<file path="src/rtl/lcd_seq_pkg.sv">
package lcd_seq_pkg;

  localparam int ROW_SLOTS = 4;

  // opcodes
  localparam logic [2:0] OP_INIT  = 3'd0;
  localparam logic [2:0] OP_GLYPH = 3'd1;
  localparam logic [2:0] OP_GOTO  = 3'd2;
  localparam logic [2:0] OP_PUT   = 3'd3;
  localparam logic [2:0] OP_PRINT = 3'd4;
  localparam logic [2:0] OP_CLEAR = 3'd5;

  // configuration register indexes
  localparam logic CFG_COLUMNS = 1'b0;
  localparam logic CFG_ROWS    = 1'b1;

  // command classes handed from front to back
  localparam logic [1:0] KIND_INIT  = 2'd0;
  localparam logic [1:0] KIND_GLYPH = 2'd1;
  localparam logic [1:0] KIND_ONE   = 2'd2;
  localparam logic [1:0] KIND_PAIR  = 2'd3;

  localparam logic [7:0] CMD_CGRAM     = 8'h40;
  localparam logic [7:0] CMD_DDRAM     = 8'h80;
  localparam logic [7:0] CMD_CLEAR     = 8'h01;
  localparam logic [7:0] LINE2_BASE    = 8'h40;
  localparam logic [2:0] CLEAR_WAIT_MS = 3'd3;
  localparam logic [5:0] POWERON_MS    = 6'd50;
  localparam logic [3:0] SEQ_LAST_IDX  = 4'd8;

  typedef struct packed {
    logic [1:0] kind;
    logic       rs0;
    logic [7:0] byte0;
    logic [2:0] after0;
    logic [7:0] byte1;
    logic [2:0] glyph;
  } cmd_t;

  localparam logic [4:0] GLYPH_ROM [8][8] = '{
    '{5'h07, 5'h0F, 5'h1F, 5'h1F, 5'h1F, 5'h1F, 5'h1F, 5'h1F},
    '{5'h1F, 5'h1F, 5'h1F, 5'h1F, 5'h1F, 5'h1F, 5'h0F, 5'h07},
    '{5'h1C, 5'h1E, 5'h1F, 5'h1F, 5'h1F, 5'h1F, 5'h1F, 5'h1F},
    '{5'h1F, 5'h1F, 5'h1F, 5'h1F, 5'h1F, 5'h1F, 5'h1E, 5'h1C},
    '{5'h1F, 5'h1F, 5'h1F, 5'h00, 5'h00, 5'h00, 5'h00, 5'h00},
    '{5'h1F, 5'h1F, 5'h1F, 5'h00, 5'h00, 5'h00, 5'h1F, 5'h1F},
    '{5'h00, 5'h00, 5'h00, 5'h00, 5'h00, 5'h1F, 5'h1F, 5'h1F},
    '{5'h1F, 5'h1F, 5'h1F, 5'h1F, 5'h1F, 5'h1F, 5'h1F, 5'h1F}
  };

  // power-up sequence: three 8-bit-mode nibbles, a 4-bit-mode nibble, then function set, display off,
  // clear, entry mode, display on
  function automatic logic [7:0] init_value(input logic [3:0] idx);
    logic [7:0] v;
    case (idx)
      4'd0, 4'd1, 4'd2: v = 8'b0000_0011;
      4'd3:             v = 8'b0000_0010;
      4'd4:             v = 8'b0010_1000;
      4'd5:             v = 8'b0000_1000;
      4'd6:             v = 8'h01;
      4'd7:             v = 8'b0000_0110;
      4'd8:             v = 8'b0000_1100;
      default:          v = 8'h00;
    endcase
    return v;
  endfunction

  function automatic logic [2:0] init_after(input logic [3:0] idx);
    logic [2:0] a;
    case (idx)
      4'd0:    a = 3'd5;
      4'd4:    a = 3'd0;
      4'd6:    a = 3'd3;
      4'd1, 4'd2, 4'd3, 4'd5, 4'd7, 4'd8: a = 3'd1;
      default: a = 3'd0;
    endcase
    return a;
  endfunction

endpackage

</file>
<file path="src/rtl/char_lcd_command_sequencer.sv">
// An accepted item is queued, and the back end registers each of its transfers at the output.
// The back end issues one transfer per cycle while the output is not stalled; an item has
// 1 transfer (goto, put, clear), 2 (print) or 9 (init, glyph).
// The front end takes an item per cycle until the two-entry command queue is full.
// Reset (synchronous, rst_n low): queue and output empty, cursor at 0,0,
// columns 16, rows 2.
module char_lcd_command_sequencer (
  input  logic       clk,
  input  logic       rst_n,
  input  logic       cfg_we,
  input  logic       cfg_index,
  input  logic [5:0] cfg_wdata,
  input  logic       in_valid,
  output logic       in_stall,
  input  logic [2:0] in_opcode,
  input  logic [7:0] in_data_byte,
  input  logic [5:0] in_column,
  input  logic [2:0] in_row,
  input  logic [2:0] in_glyph_index,
  output logic       out_valid,
  input  logic       out_stall,
  output logic       out_reg_select,
  output logic [7:0] out_value,
  output logic       out_nibble_only,
  output logic [5:0] out_wait_before_ms,
  output logic [2:0] out_wait_after_ms,
  output logic       out_last
);

  lcd_seq_pkg::cmd_t wr_cmd, rd_cmd;
  logic       acc, push, full, rd_valid, pop;
  logic [1:0] q_count;

  assign in_stall = full;
  assign acc      = in_valid && !in_stall;

  lcd_seq_front u_front (
    .clk         (clk),
    .rst_n       (rst_n),
    .cfg_we      (cfg_we),
    .cfg_index   (cfg_index),
    .cfg_wdata   (cfg_wdata),
    .acc         (acc),
    .opcode      (in_opcode),
    .data_byte   (in_data_byte),
    .column      (in_column),
    .row         (in_row),
    .glyph_index (in_glyph_index),
    .push        (push),
    .cmd         (wr_cmd)
  );

  lcd_seq_fifo u_fifo (
    .clk      (clk),
    .rst_n    (rst_n),
    .push     (push),
    .wr_cmd   (wr_cmd),
    .full     (full),
    .rd_valid (rd_valid),
    .rd_cmd   (rd_cmd),
    .pop      (pop),
    .count    (q_count)
  );

  lcd_seq_back u_back (
    .clk                (clk),
    .rst_n              (rst_n),
    .cmd_valid          (rd_valid),
    .cmd                (rd_cmd),
    .pop                (pop),
    .out_valid          (out_valid),
    .out_stall          (out_stall),
    .out_reg_select     (out_reg_select),
    .out_value          (out_value),
    .out_nibble_only    (out_nibble_only),
    .out_wait_before_ms (out_wait_before_ms),
    .out_wait_after_ms  (out_wait_after_ms),
    .out_last           (out_last)
  );

  a_no_overflow: assert property (@(posedge clk) disable iff (!rst_n)
    push |-> (q_count != 2'd2))
    else $error("command queue written while full");

  a_count_range: assert property (@(posedge clk) disable iff (!rst_n)
    q_count != 2'd3)
    else $error("command queue count out of range");

  a_nibble_cmd: assert property (@(posedge clk) disable iff (!rst_n)
    (out_valid && out_nibble_only) |-> (!out_reg_select && out_value[7:4] == 4'h0))
    else $error("nibble transfer not a command nibble");

  a_poweron_wait: assert property (@(posedge clk) disable iff (!rst_n)
    (out_valid && out_wait_before_ms != 6'd0) |-> (out_nibble_only && !out_last))
    else $error("power-on wait outside the first init nibble");

endmodule

</file>
<file path="src/rtl/lcd_seq_front.sv">
module lcd_seq_front (
  input  logic                clk,
  input  logic                rst_n,
  input  logic                cfg_we,
  input  logic                cfg_index,
  input  logic [5:0]          cfg_wdata,
  input  logic                acc,
  input  logic [2:0]          opcode,
  input  logic [7:0]          data_byte,
  input  logic [5:0]          column,
  input  logic [2:0]          row,
  input  logic [2:0]          glyph_index,
  output logic                push,
  output lcd_seq_pkg::cmd_t   cmd
);

  logic [5:0] columns_r, columns_nxt;
  logic [2:0] rows_r, rows_nxt;
  logic [5:0] cur_col_r, cur_col_nxt;
  logic [2:0] cur_row_r, cur_row_nxt;

  logic [5:0] goto_col;
  logic [2:0] goto_row;
  logic [5:0] pr_col;
  logic [2:0] pr_row;
  logic [5:0] addr_col;
  logic [2:0] addr_row;
  logic [7:0] base;
  logic [7:0] ddram;

  // clamp an out-of-range position to zero
  always_comb begin
    goto_col = (column >= columns_r) ? 6'd0 : column;
    goto_row = (row >= rows_r || row >= 3'(lcd_seq_pkg::ROW_SLOTS)) ? 3'd0 : row;
  end

  // print cursor wrap
  always_comb begin
    pr_col = cur_col_r;
    pr_row = cur_row_r;
    if (cur_col_r >= columns_r && cur_row_r >= rows_r) begin
      pr_col = 6'd0;
      pr_row = 3'd0;
    end else if (cur_col_r >= columns_r) begin
      pr_col = 6'd0;
      pr_row = cur_row_r + 3'd1;
    end
  end

  always_comb begin
    if (opcode == lcd_seq_pkg::OP_PRINT) begin
      addr_col = (pr_col >= columns_r) ? 6'd0 : pr_col;
      addr_row = (pr_row >= rows_r || pr_row >= 3'(lcd_seq_pkg::ROW_SLOTS)) ? 3'd0 : pr_row;
    end else begin
      addr_col = goto_col;
      addr_row = goto_row;
    end
    case (addr_row)
      3'd1:    base = lcd_seq_pkg::LINE2_BASE;
      3'd2:    base = {2'b00, columns_r};
      3'd3:    base = lcd_seq_pkg::LINE2_BASE + {2'b00, columns_r};
      default: base = 8'h00;
    endcase
    ddram = lcd_seq_pkg::CMD_DDRAM | (base + {2'b00, addr_col});
  end

  always_comb begin
    cmd         = '0;
    cmd.byte1   = data_byte;
    cmd.glyph   = glyph_index;
    push        = acc;
    cur_col_nxt = cur_col_r;
    cur_row_nxt = cur_row_r;
    case (opcode)
      lcd_seq_pkg::OP_INIT: begin
        cmd.kind    = lcd_seq_pkg::KIND_INIT;
        cur_col_nxt = 6'd0;
        cur_row_nxt = 3'd0;
      end
      lcd_seq_pkg::OP_GLYPH: begin
        cmd.kind  = lcd_seq_pkg::KIND_GLYPH;
        cmd.byte0 = lcd_seq_pkg::CMD_CGRAM | {2'b00, glyph_index, 3'b000};
      end
      lcd_seq_pkg::OP_GOTO: begin
        cmd.kind    = lcd_seq_pkg::KIND_ONE;
        cmd.byte0   = ddram;
        cur_col_nxt = goto_col;
        cur_row_nxt = goto_row;
      end
      lcd_seq_pkg::OP_PUT: begin
        cmd.kind  = lcd_seq_pkg::KIND_ONE;
        cmd.rs0   = 1'b1;
        cmd.byte0 = data_byte;
      end
      lcd_seq_pkg::OP_PRINT: begin
        cmd.kind    = lcd_seq_pkg::KIND_PAIR;
        cmd.byte0   = ddram;
        cur_col_nxt = pr_col + 6'd1;
        cur_row_nxt = pr_row;
      end
      lcd_seq_pkg::OP_CLEAR: begin
        cmd.kind    = lcd_seq_pkg::KIND_ONE;
        cmd.byte0   = lcd_seq_pkg::CMD_CLEAR;
        cmd.after0  = lcd_seq_pkg::CLEAR_WAIT_MS;
        cur_col_nxt = 6'd0;
        cur_row_nxt = 3'd0;
      end
      default: begin
        // unknown opcodes are swallowed
        push = 1'b0;
      end
    endcase
  end

  always_comb begin
    columns_nxt = columns_r;
    rows_nxt    = rows_r;
    if (cfg_we) begin
      if (cfg_index == lcd_seq_pkg::CFG_COLUMNS) begin
        columns_nxt = cfg_wdata;
      end else begin
        rows_nxt = cfg_wdata[2:0];
      end
    end
  end

  always_ff @(posedge clk) begin
    if (!rst_n) begin
      columns_r <= 6'd16;
      rows_r    <= 3'd2;
      cur_col_r <= 6'd0;
      cur_row_r <= 3'd0;
    end else begin
      columns_r <= columns_nxt;
      rows_r    <= rows_nxt;
      if (acc) begin
        cur_col_r <= cur_col_nxt;
        cur_row_r <= cur_row_nxt;
      end
    end
  end

endmodule

</file>
<file path="src/rtl/lcd_seq_fifo.sv">
module lcd_seq_fifo (
  input  logic              clk,
  input  logic              rst_n,
  input  logic              push,
  input  lcd_seq_pkg::cmd_t wr_cmd,
  output logic              full,
  output logic              rd_valid,
  output lcd_seq_pkg::cmd_t rd_cmd,
  input  logic              pop,
  output logic [1:0]        count
);

  lcd_seq_pkg::cmd_t mem_r [2];
  logic       wr_ptr_r, rd_ptr_r;
  logic [1:0] cnt_r, cnt_nxt;

  assign full     = (cnt_r == 2'd2);
  assign rd_valid = (cnt_r != 2'd0);
  assign rd_cmd   = mem_r[rd_ptr_r];
  assign count    = cnt_r;

  always_comb begin
    cnt_nxt = cnt_r;
    if (push && !pop) begin
      cnt_nxt = cnt_r + 2'd1;
    end else if (pop && !push) begin
      cnt_nxt = cnt_r - 2'd1;
    end
  end

  always_ff @(posedge clk) begin
    if (push) begin
      mem_r[wr_ptr_r] <= wr_cmd;
    end
  end

  always_ff @(posedge clk) begin
    if (!rst_n) begin
      wr_ptr_r <= 1'b0;
      rd_ptr_r <= 1'b0;
      cnt_r    <= 2'd0;
    end else begin
      cnt_r <= cnt_nxt;
      if (push) begin
        wr_ptr_r <= ~wr_ptr_r;
      end
      if (pop) begin
        rd_ptr_r <= ~rd_ptr_r;
      end
    end
  end

endmodule

</file>
<file path="src/rtl/lcd_seq_back.sv">
module lcd_seq_back (
  input  logic              clk,
  input  logic              rst_n,
  input  logic              cmd_valid,
  input  lcd_seq_pkg::cmd_t cmd,
  output logic              pop,
  output logic              out_valid,
  input  logic              out_stall,
  output logic              out_reg_select,
  output logic [7:0]        out_value,
  output logic              out_nibble_only,
  output logic [5:0]        out_wait_before_ms,
  output logic [2:0]        out_wait_after_ms,
  output logic              out_last
);

  logic [3:0] idx_r, idx_nxt;
  logic       valid_r;
  logic       rs_r, nib_r, last_r;
  logic [7:0] val_r;
  logic [5:0] before_r;
  logic [2:0] after_r;

  logic       rs, nib, last;
  logic [7:0] val;
  logic [5:0] pre_ms;
  logic [2:0] after;
  logic       ld;
  logic [2:0] grow;

  assign grow = 3'(idx_r - 4'd1);

  // transfer number idx_r of the command at the queue head
  always_comb begin
    rs     = 1'b0;
    val    = cmd.byte0;
    nib    = 1'b0;
    pre_ms = 6'd0;
    after  = 3'd0;
    last   = 1'b0;
    case (cmd.kind)
      lcd_seq_pkg::KIND_INIT: begin
        val    = lcd_seq_pkg::init_value(idx_r);
        nib    = (idx_r < 4'd4);
        pre_ms = (idx_r == 4'd0) ? lcd_seq_pkg::POWERON_MS : 6'd0;
        after  = lcd_seq_pkg::init_after(idx_r);
        last   = (idx_r == lcd_seq_pkg::SEQ_LAST_IDX);
      end
      lcd_seq_pkg::KIND_GLYPH: begin
        if (idx_r != 4'd0) begin
          rs  = 1'b1;
          val = {3'b000, lcd_seq_pkg::GLYPH_ROM[cmd.glyph][grow]};
        end
        last = (idx_r == lcd_seq_pkg::SEQ_LAST_IDX);
      end
      lcd_seq_pkg::KIND_ONE: begin
        rs    = cmd.rs0;
        after = cmd.after0;
        last  = 1'b1;
      end
      lcd_seq_pkg::KIND_PAIR: begin
        if (idx_r != 4'd0) begin
          rs  = 1'b1;
          val = cmd.byte1;
        end
        last = (idx_r != 4'd0);
      end
      default: begin
        last = 1'b1;
      end
    endcase
  end

  assign ld  = cmd_valid && (!valid_r || !out_stall);
  assign pop = ld && last;

  always_comb begin
    idx_nxt = idx_r;
    if (ld) begin
      idx_nxt = last ? 4'd0 : idx_r + 4'd1;
    end
  end

  always_ff @(posedge clk) begin
    if (ld) begin
      rs_r     <= rs;
      val_r    <= val;
      nib_r    <= nib;
      before_r <= pre_ms;
      after_r  <= after;
      last_r   <= last;
    end
  end

  always_ff @(posedge clk) begin
    if (!rst_n) begin
      valid_r <= 1'b0;
      idx_r   <= 4'd0;
    end else begin
      idx_r <= idx_nxt;
      if (ld) begin
        valid_r <= 1'b1;
      end else if (!out_stall) begin
        valid_r <= 1'b0;
      end
    end
  end

  assign out_valid          = valid_r;
  assign out_reg_select     = rs_r;
  assign out_value          = val_r;
  assign out_nibble_only    = nib_r;
  assign out_wait_before_ms = before_r;
  assign out_wait_after_ms  = after_r;
  assign out_last           = last_r;

endmodule
</file>
<file path="config.mk">
export PLATFORM = sky130hd
export DESIGN_NAME = char_lcd_command_sequencer
export DESIGN_NICKNAME = d
export VERILOG_FILES = /design/src/rtl/lcd_seq_pkg.sv /design/src/rtl/char_lcd_command_sequencer.sv /design/src/rtl/lcd_seq_front.sv /design/src/rtl/lcd_seq_fifo.sv /design/src/rtl/lcd_seq_back.sv
export SDC_FILE = /design/constraint.sdc
export NUM_CORES = 1
export LEC_CHECK = 0
export BUFFER_PORTS_ARGS = -buffer_cell sky130_fd_sc_hd__buf_2
export CAP_MARGIN = 20
export CORE_MARGIN = 2
export CORE_UTILIZATION = 45
export CTS_CLUSTER_DIAMETER = 80
export DETAILED_ROUTE_END_ITERATION = 8
export PLACE_DENSITY = 0.66
export SLEW_MARGIN = 20
export SYNTH_ARGS = -nofsm -noshare
export SYNTH_HDL_FRONTEND = slang
export SYNTH_SLANG_ARGS = --single-unit
export TNS_END_PERCENT = 1
</file>
<file path="constraint.sdc">
create_clock -name clk -period 9.3 [get_ports clk]
set_input_delay 2.79 -clock clk [delete_from_list [all_inputs] [get_ports clk]]
set_output_delay 2.79 -clock clk [all_outputs]
set_load 0.05 [all_outputs]
</file>
# Word level (Yosys, flattened, before mapping)

Memory sizes are Yosys's and may differ from the RTL's. A register that Yosys moved wholly into a read port is not among the register bits.
Index checks and enable logic that the tools add are counted.

ROM bits: 448
Output and inout port bits: 22
Bits of input ports: 35
Word-level logic and storage cells: 131
RAM bits: 48
Latch bits: 0
Flip-flop bits (word level): 47
Memories kept: 4

Memories:

| memory          | words | bits a word | rd ports | clocked after memory_dff | write ports | RTL line           | source |
|---|---|---|---|---|---|---|---|
| (no name shown) | 8     | 40          | 1        | 0                        | 0           | lcd_seq_back.sv:52 | `val = {3'b000, lcd_seq_pkg::GLYPH_ROM[cmd.glyph][grow]};` |
| (no name shown) | 16    | 5           | 1        | 1                        | 0           | lcd_seq_pkg.sv:55  | `case (idx)` |
| (no name shown) | 16    | 3           | 1        | 1                        | 0           | lcd_seq_pkg.sv:70  | `case (idx)` |
| u_fifo.mem_r    | 2     | 24          | 1        | 1                        | 1           | lcd_seq_fifo.sv:13 | `lcd_seq_pkg::cmd_t mem_r [2];` |

Reductions and logical operators: 30
Bitwise logic cells: 5
Magnitude comparators: 11
Add/subtract/negate cells: 8
Multiply operators: 0
Eq/ne operators: 14
Divide/modulo/power cells: 0
Shift-type cells: 0
Muxes and demuxes: 44

Operators with widths:

| cell                  | number |
|---|---|
| $mux W40              | 2 |
| $mux W6               | 6 |
| $pmux W8 S4           | 1 |
| $pmux W8 S3           | 1 |
| $pmux W7 S3           | 1 |
| $mux W4               | 5 |
| $ge A6 B6 Y1          | 3 |
| $pmux W6 S3           | 1 |
| $mux W8               | 2 |
| $bmux W5 S3           | 1 |
| $mux W3               | 5 |
| $eq A3 B2 Y1 const B  | 4 |
| $mux W5               | 2 |
| $ge A3 B3 Y1          | 3 |
| $mux W1               | 9 |
| $pmux W3 S3           | 1 |
| $ge A4 B4 Y1 const B  | 2 |
| $not A3 Y4            | 2 |
| $reduce_or A2 Y1      | 4 |
| $add A7 B6 Y7         | 1 |
| $add A7 B6 Y7 const A | 1 |
| $add A6 B1 Y6 const B | 1 |
| $eq A2 B2 Y1 const B  | 3 |
| $eq A3 B1 Y1 const B  | 2 |
| 29 further kinds      | 49 |

# Longest topological paths before layout

Depth after elaboration: 11
Depth in mapped cells: 23
Gate-level depth less buffers: 22

# Modules after synthesis

From an unflattened synthesis, not the netlist that was laid out.

Cell total of the unflattened synthesis: 585
Area, all modules: 6088.3 µm²

Modules (own cells, without submodules):

| module                     | cells each | sequential area each (µm²) | times used | area each (µm²) |
|---|---|---|---|---|
| lcd_seq_front              | 294        | 360.3                      | 1          | 2263.4 |
| lcd_seq_fifo               | 100        | 1601.5                     | 1          | 2024.4 |
| lcd_seq_back               | 190        | 710.7                      | 1          | 1786.7 |
| char_lcd_command_sequencer | 1          | 0.0                        | 1          | 13.8 |

# Least setup slack after synthesis

OpenSTA, ideal clock, no wires.

Path type: input to register
Start: input in_column[0]
End: memory u_fifo.mem_r[0][17] (netlist bit), data pin
Setup slack: 3.376 ns
Stages: 17
Arrival: 5.731 ns
Required time: 9.107 ns
Setup time: 0.193 ns
Path buffers: 0
Path through: inv_1 ha_1 nand2b_1 a21o_1 a21oi_1 o21ai_0 a211oi_1 a22o_1 ha_1 inv_1 fa_1 nor2b_1 o21ai_0 nand2_1 xnor2_1 o211a_1 o32ai_1

RTL lines:

| what        | RTL line                         | source |
|---|---|---|
| from (decl) | char_lcd_command_sequencer.sv:17 | `input logic [5:0] in_column,` |
| to (decl)   | lcd_seq_fifo.sv:13               |  |

==> impl_metrics.env <==
export IMPL_outcome="finished clean"
export IMPL_holdBufCountCts=0
export IMPL_fin_crit_sh=0.668
export IMPL_ys_seq_elements=97
export IMPL_fillers=1129
export IMPL_slew_headroom=0.476
export IMPL_setup_tns_ps=0
export IMPL_avgViaCountPerCell=5.69
export IMPL_met2_usage=0.354
export IMPL_p_sw_w=0.000679
export IMPL_first_iter_violations=358
export IMPL_fp_row_count=41
export IMPL_rsz0062_at_grt="false"
export IMPL_initial_core_util=0.457
export IMPL_synth_avg_cell_area_um2=9.95
export IMPL_grt_pass1_vias=4417
export IMPL_wirelength_um=13000
export IMPL_worst_setup_path_start_kind="input port"
export IMPL_async_flop_share=0
export IMPL_met3_usage=0.0618
export IMPL_fmax_ghz=0.161
export IMPL_slew_violations=0
export IMPL_die_w_um=116
export IMPL_final_common_cell="edfxtp_1"
export IMPL_seq_area_frac_synth=0.448
export IMPL_hp_class="flop to flop"
export IMPL_hold_violations=0
export IMPL_ys_types=66
export IMPL_synth_cells=572
export IMPL_required_ps=9430
export IMPL_synth_top_area_cell="edfxtp_1"
export IMPL_final_setup_viol_count=0
export IMPL_swShare=0.416
export IMPL_cts_tree="done"
export IMPL_maxCapViolations=0
export IMPL_antenna_cells=0
export IMPL_yosysTopAreaCellShare=0.322
export IMPL_wl_per_cell_um=16.4
export IMPL_netlist_area_um2=5690
export IMPL_ios=57
export IMPL_fin_nets=684
export IMPL_syn_to_final_growth_pct=11.5
export IMPL_grt_max_degree=35
export IMPL_min_period_ps=6210
export IMPL_power_frac_comb=0.411
export IMPL_post_cts_buffers=0
export IMPL_cts_sinks=97
export IMPL_grt_overflow=0
export IMPL_cp_end_kind="flop"
export IMPL_reg2reg_from="u_front.cur_col_r[0]"
export IMPL_cts_resized=0
export IMPL_grt_pass1_wl_um=21400
export IMPL_post_route_cells_drive_above_1_share=0.141
export IMPL_final_cell_mix="edfxtp_1 (61), buf_2 (53), nand2_1 (50)"
export IMPL_clk_path_buf_depth=2
export IMPL_drt_drc_violations_left=0
export IMPL_crit_arrival_ps=6340
export IMPL_firstDrtPassIters=7
export IMPL_gp_congestion=0.878
export IMPL_crit_type="input port to flop"
export IMPL_grt_use_met1=0.234
export IMPL_synth_edf_count=61
export IMPL_seq_power_share=0.370
export IMPL_clock_latency_ps=360
export IMPL_power_density_nw_per_um2=258
export IMPL_hold_ws_ps=478
export IMPL_p_leak_nw=2.49
export IMPL_clock_skew_ps=8.04
export IMPL_cp_max_fo=7
export IMPL_cts_root_buf="clkbuf_16"
export IMPL_synth_top_cells_by_area="edfxtp_1 (32%), dfxtp_1 (13%), ha_1 (8.1%), mux2i_1 (4.0%), a21oi_1 (3.3%)"
export IMPL_vdd_drop_max_mv=0.110
export IMPL_grt_use_total=0.204
export IMPL_design_core_area_um2=12500
export IMPL_dieArea_um2=13600
export IMPL_io_buffers=53
export IMPL_htree_levels=3
export IMPL_die_h_um=116
export IMPL_internal_power_w=0.000955
export IMPL_cts_made_buffers=9
export IMPL_p_clk_frac=0.218
export IMPL_hp_start="u_front.rows_r[2]"
export IMPL_ys_warn_count=0
export IMPL_p_total_w=0.00163
export IMPL_synth_ff_type="edfxtp_1"
export IMPL_ant_nets=0
export IMPL_tightest_slew_ps=782
export IMPL_clk_pin_slew_worst_paths_ps=60
export IMPL_vias=4487
export IMPL_antenna_found_initial=0
export IMPL_top_usage_layer="met2"
export IMPL_hpwlAfterDp_um=9640
export IMPL_critical_path_startpoint="in_column[0]"
==> metal layers <==
layer | share of wire | vias to the layer above
met5 | 0 | -
li1 | - | 2204
met3 | 0.052 | 28
met4 | 0.030 | 0
met1 | 0.43 | 2118
met2 | 0.49 | 137
==> synth_stat cells (10+ instances only) <==
master,n
nand2b_1,14
nor2_1,27
clkbuf_1,17
dfxtp_1,36
edfxtp_1,61
inv_1,35
a21boi_0,12
and2_1,19
ha_1,37
o21ai_0,25
a21o_1,12
o22ai_1,10
nand2_1,50
mux2i_1,23
nand3_1,17
a21oi_1,38
==> power groups by stage <==
stage               sequential [W]  clock [W]  combinational, W
CTS                       0.000605   0.000368          0.000672
floorplan                 0.000736          0          0.000404
finish                    0.000605   0.000357          0.000672
detailed placement        0.000614          0          0.000669
global route              0.000616   0.000382          0.000733
global placement          0.000613          0          0.000655
==> registers in the layout, summed over array words and instances, names as in the netlist, named ones only <==
register / cells
u_back.idx_r: 4
u_back.out_last: 1
u_back.out_nibble_only: 1
u_back.out_reg_select: 1
u_back.out_valid: 1
u_back.out_value: 8
u_back.out_wait_after_ms: 3
u_back.out_wait_before_ms: 1
u_fifo.count: 2
u_fifo.mem_r: 46
u_fifo.rd_ptr_r: 1
u_fifo.wr_ptr_r: 1
u_front.columns_r: 6
u_front.cur_col_r: 6
u_front.cur_row_r: 3
u_front.rows_r: 3
==> final timing paths <==
| path | end | slack, ps | cells after the start |
|---|---|---|---|
| max | u_fifo.mem_r[0][17] | 3090 | 18 |
| min | u_front.rows_r[2] | 480 | 2 |
| max reg2reg | u_fifo.mem_r[0][17] | 4080 | 22 |
| min reg2reg | u_front.rows_r[2] | 480 | 2 |
==> critical path, stage by stage <==
cell	delay, ps
buf_2	110
inv_1	40
ha_1	270
nand2b_1	140
a21o_1	190
a21oi_1	140
o21ai_0	110
a211oi_1	700
a22o_1	270
ha_1	170
inv_1	60
fa_1	400
nor2b_1	120
o21ai_0	120
nand2_1	110
xnor2_1	80
o211a_1	210
o32ai_1	320
==> logic make-up after synthesis <==
| group | synth area share |
|---|---|
| and+or+nand+nor | 0.142 |
| AOI/OAI and AO/OA | 0.204 |
| xor gates and xnor gates | 0.0185 |
| buffers and inverters | 0.0488 |
| DFF | 0.448 |
| adders and majority gates | 0.0848 |
| muxes | 0.0534 |
| other | 0.000659 |
==> area by class of cell <==
type	count	area, µm²	share of cell area
multi-input cells	413	2890	0.455
repair buffers	54	273	0.0430
clock inverters	7	58.8	0.00927
flip-flops and latches	97	2550	0.402
clock buffers	9	225	0.0355
well taps	172	215	0.0339
inverters	36	135	0.0213
==> metrics by stage <==
stage               area, µm²   util  setup slack (ps)  std cells
floorplan                5700      -              3380        574
global placement         6050  0.485              3000        772
detailed placement       6060  0.486              2820        772
CTS                      6340  0.509              3180        788
global route             6340  0.509              2870        788
finish                   6340  0.509              3090        788
Power figures use the tool's default switching activity.
